File: src/sv/pslc_pkg.sv
`timescale 1ns / 1ps
// pslc_pkg: shared types, codes and sizes of the per-source limited cookie table
// no dependencies

package pslc_pkg;

   localparam int PSLC_ENTRIES = 64;

   localparam int OP_WIDTH     = 2;
   localparam int STATUS_WIDTH = 2;
   localparam int COUNT_WIDTH  = 7;
   localparam int WORD_WIDTH   = 64;
   localparam int PORT_WIDTH   = 16;
   localparam int REQ_DATA_WIDTH = 464;
   localparam int RSP_DATA_WIDTH = 272;

   localparam logic [COUNT_WIDTH-1:0] MAX_PER_SOURCE_RESET = 7'd4;
   localparam logic [COUNT_WIDTH-1:0] COUNT_SATURATED     = 7'h7f;

   localparam logic [OP_WIDTH-1:0] OP_ASSIGN = 2'd0;
   localparam logic [OP_WIDTH-1:0] OP_TAKE   = 2'd1;
   localparam logic [OP_WIDTH-1:0] OP_PURGE  = 2'd2;

   localparam logic [STATUS_WIDTH-1:0] ST_OK        = 2'd0;
   localparam logic [STATUS_WIDTH-1:0] ST_REFUSED   = 2'd1;
   localparam logic [STATUS_WIDTH-1:0] ST_FULL      = 2'd2;
   localparam logic [STATUS_WIDTH-1:0] ST_NOT_FOUND = 2'd3;

   typedef logic [3:0][WORD_WIDTH-1:0] cookie_type;

   typedef struct packed {
      logic [WORD_WIDTH-1:0] ip_high;
      logic [WORD_WIDTH-1:0] ip_low;
      logic [PORT_WIDTH-1:0] port;
   } key_type;

   typedef struct packed {
      key_type               key;
      logic [WORD_WIDTH-1:0] created;
   } entry_type;

   localparam int ENTRY_WIDTH  = $bits(entry_type);
   localparam int COOKIE_WIDTH = $bits(cookie_type);

   typedef struct packed {
      logic [OP_WIDTH-1:0]   opcode;
      key_type               key;
      cookie_type            cookie;
      logic [WORD_WIDTH-1:0] time_value;
   } req_type;

   typedef struct packed {
      logic ip_match;
      logic ep_match;
      logic older;
   } match_type;

   typedef enum logic [2:0] {
      ST_CLEAR,
      ST_IDLE,
      ST_SCAN,
      ST_DRAIN,
      ST_FINISH
   } state_type;

endpackage

File: src/sv/pslc_match.sv
`timescale 1ns / 1ps
// pslc_match: shared compare unit applied to one table entry per cycle
// depends on pslc_pkg

module pslc_match
   import pslc_pkg::*;
(
   input  logic                  entry_valid,
   input  entry_type             entry,
   input  key_type               key,
   input  logic [WORD_WIDTH-1:0] cutoff,
   output match_type             match
);

   always_comb begin
      match.ip_match = entry_valid && (entry.key.ip_high == key.ip_high)
                       && (entry.key.ip_low == key.ip_low);
      match.ep_match = match.ip_match && (entry.key.port == key.port);
      match.older    = entry_valid && (entry.created < cutoff);
   end

endmodule

File: config.mk
export PLATFORM = sky130hd
export DESIGN_NAME = pslc_match
export DESIGN_NICKNAME = d
export VERILOG_FILES = /design/src/sv/pslc_pkg.sv /design/src/sv/pslc_match.sv
export SDC_FILE = /design/constraint.sdc
export NUM_CORES = 1
export LEC_CHECK = 0
export ABC_AREA = 1
export ABC_CLOCK_PERIOD_IN_PS = 1000
export BUFFER_PORTS_ARGS = -buffer_cell sky130_fd_sc_hd__buf_2
export CAP_MARGIN = 15
export CORE_AREA = 10 10 154 156
export DETAILED_ROUTE_END_ITERATION = 10
export DIE_AREA = 0 0 164 166
export PLACE_DENSITY = 0.54
export SYNTH_ARGS = -nofsm -noshare
export SYNTH_HDL_FRONTEND = slang
export SYNTH_SLANG_ARGS = --single-unit
File: constraint.sdc
create_clock -name vclk -period 1
set_input_delay 0.05 -clock vclk [all_inputs]
set_output_delay 0.05 -clock vclk [all_outputs]
set_load 0.01 [all_outputs]
After elaboration in Yosys (flattened, before gate mapping). Index checks and enable logic that the tools add are counted.

Equality and inequality tests: 3. Reductions and logical operators: 4. Order comparisons: 1.

Operators by type and width (count): equality test 64 bit (2); less-than comparator 64 bit (1); equality test 16 bit (1); logical AND 1 bit (4).

Register bits: 0. Output and inout port bits: 3. Bits of input ports: 417.

Longest topological paths before layout.
Word-level depth: 4. Depth in mapped cells: 13. Depth with buffers taken out: 13.

Least setup slack after synthesis. No wires, ideal clock.

Kind: input to output. From: input port cutoff[5]. To: output port match[0] (netlist name). Arrival time: 1072 ps. Setup slack: -122 ps. Stages: 11. Path through: inv_1 > ha_1 > a21oi_1 > nor2_1 > nor3_1 > nand2_1 > nand2_1 > nand2_1 > nand2_1 > nand2_1 > a21oi_1.

RTL lines: start: declaration (line pslc_match.sv:11) `input logic [WORD_WIDTH-1:0] cutoff,`; end: declaration (line pslc_match.sv:12) `output match_type match`.

==> flow_summary.ini <==
[synth]
synth_top_family_by_area = simple AND/OR/NAND/NOR gates
synth_cells = 775
avgSynthCellArea_um2 = 5.097
syn-num-nets = 1255
synth_warnings = 0
ys_seq_area_share_pct = 0
synth_mux_area_share_pct = 0
yosys-top-cells-count = nand2_1, inv_1, nor2_1
synthesis.area_um2 = 3950
synth.most_common_cell = nand2_1
synth-simple-area-share_pct = 37.73
synth_compound_area_share_pct = 14.54
synth_cell_types = 30
synth_top_cell_area_share_pct = 20.81
synthAdderAreaFrac_pct = 19.96
synthXorXnorAreaFrac_pct = 9.534
synth_area_leaders = nand2_1, ha_1, inv_1
synth.largest_area_cell = nand2_1

[route]
drc_errors = 0
postRouteAntennaNets = 0
via_count = 5975
drt_iter0_drc = 181
avgRoutedWirePerCell_um = 15.45
drt-vias-per-instance = 4.018
drt_pre_antenna_iters = 4
routed_wl_mm = 22.98

[sta]
layout_setup_ws_ns = -0.3547
drv_slew = 0
hold_violations = 0
layout_min_cycle_time_ns = 1.355
fin_crit_sh_pct = 135.5
fmax_mhz = 738.2
setup_viol = 3
rsz0062_at_grt = true
slew_headroom_pct = 83.39
tightest_slew_ns = 0.2474

[layout]
multi_input_area_um2 = 3680
final-seq-area_um2 = 0
syn_to_final_growth_pct = 80.20
final_nets = 1690
fill_cells = 2361
seq_cell_count = 0
nClkBuffers = 0
stdcell_count = 1487
drive_gt1_share_pct = 44.95

[pwr]
pwr-share-clk_pct = 0
combPwrFrac_pct = 100.0
seqPwrFrac_pct = 0
power_density_nw_per_um2 = 376.4
power.leakage_nw = 4.312
switching_share_pct = 47.34
ir_drop_mv = 0.1608
p_int_w = 0.001411
power_switching_w = 0.001268

[die]
fp.dieW_um = 164
fp.dieArea_um2 = 27220
core-area_um2 = 20690
die_h_um = 166
start_util_pct = 19.09
row_count = 53
ioPinCount = 420

[worst_setup_path]
crit_slowest_cell = nor3_4
path_cells = buf_2 -> inv_1 -> nand2_1 -> o21ai_1 -> nor2_1 -> and2_1 -> nand2_1 -> nor2_2 -> nand3_2 -> nor3_4 -> buf_2
startpoint = key[45]
worstPathRequired_ns = 0.95
worst_setup_path_end_kind = output pin
crit_fanout = 2
crit_arrival_ns = 1.30
worstSetupPathType = primary input to output pin
startpoint_type = primary input
cpPeakStageDelay_ns = 0.21

[global_routing]
grt_antenna_before_repair = 4
use_met1_pct = 14.76
grt.total_usage_pct = 15.25
grt_pass1_wl_mm = 33.03
grt_max_degree = 4
grt_pass1_vias = 6307
busiest_layer = met2
grt.met3_usage_pct = 4.636
use_met2_pct = 31.40
grt_overflow_total = 0

[cts]
postCtsSetupBuffers = 0
hold_buffers = 0

[status]
status = complete, but fails checks
violations = negative setup slack

[job]
drv_cap = 0

[place]
portBuffers = 420
place.gp.congestion = 0.9322
dp_hpwl_mm = 21.74
dp_slack_ns = -0.5887
dpl.cell_count = 1483

[hold_path]
hp-class = primary input to output pin
hold_start = entry[96]
## cells in the final DEF (no fill, tap or decap), types with 12 or more instances in the layout
cell and n:
a21oi_2 16, buf_2 396, buf_4 12, buf_6 25, ha_1 44, ha_4 19
inv_1 160, inv_2 28, nand2_1 208, nor2_1 92, o21ai_0 15, o21ai_1 55
xnor2_1 37
## routing by layer
layer	wire, um	share of wire (%)
met5	34	0.15
met4	82	0.36
met3	2228	9.7
met2	12580	55
met1	8052	35
## metrics by stage
| stage | util [%] | total power [W] | TNS [ns] | hold WS [ns] | cell area, um^2 |
|---|---|---|---|---|---|
| 3_5_place_dp | 31.40 | 0.002355 | -1.568 | 0.6168 | 6497 |
| 5_1_grt | 34.37 | 0.003022 | -1.331 | 0.6762 | 7111 |
| 2_1_floorplan | - | 0.001089 | -0.1009 | 0.3404 | 3954 |
| 3_3_place_gp | 31.40 | 0.002328 | -1.570 | 0.6235 | 6497 |
| 6_report | 34.40 | 0.002679 | -0.9686 | 0.6395 | 7118 |
| 4_1_cts | 32.69 | 0.002515 | -1.181 | 0.6503 | 6763 |
## worst max-delay path, delay by kind of cell
kind,cells,cell delay [ns]
simple gates,7,0.88
compound gates,1,0.06
buf+inv,3,0.32
## final cells by class
cell class	instances	area share (%)
Antenna cell	4	0.1406
Inverter	192	10.27
Multi-Input combinational cell	583	51.70
Tap cell	275	4.834
Timing Repair Buffer	433	33.06
## cells by family after synthesis
logic type	Yosys count
AO/OA/AOI/OAI	111
XOR/XNOR	43
adder cells (fa/ha/maj)	63
buffers and inverters	192
AND/OR/NAND/NOR	366
## worst paths after layout
check,to,slack (ns),depth (start not counted)
hold / removal,match[2],0.64,7
setup / recovery,match[1],-0.35,11
## repair_timing
item / in CTS / in global routing
gates cloned: 0 / 0
endpoints found under the setup margin: 3 / 3
endpoints found under the hold margin: 0 / 0
pin swaps: 41 / 47
gates resized for setup: 68 / 80
## power by group through the flow
stage | clock network, W | logic (W) | registers (W)
after CTS | 0 | 0.00251 | 0
after global routing | 0.000000000134 | 0.00302 | 0
after detailed placement | 0 | 0.00235 | 0
final | 0.000000000538 | 0.00268 | 0
after global placement | 0 | 0.00233 | 0
after floorplan | 0 | 0.00109 | 0
Note: power is estimated with default switching activity, not from simulation.
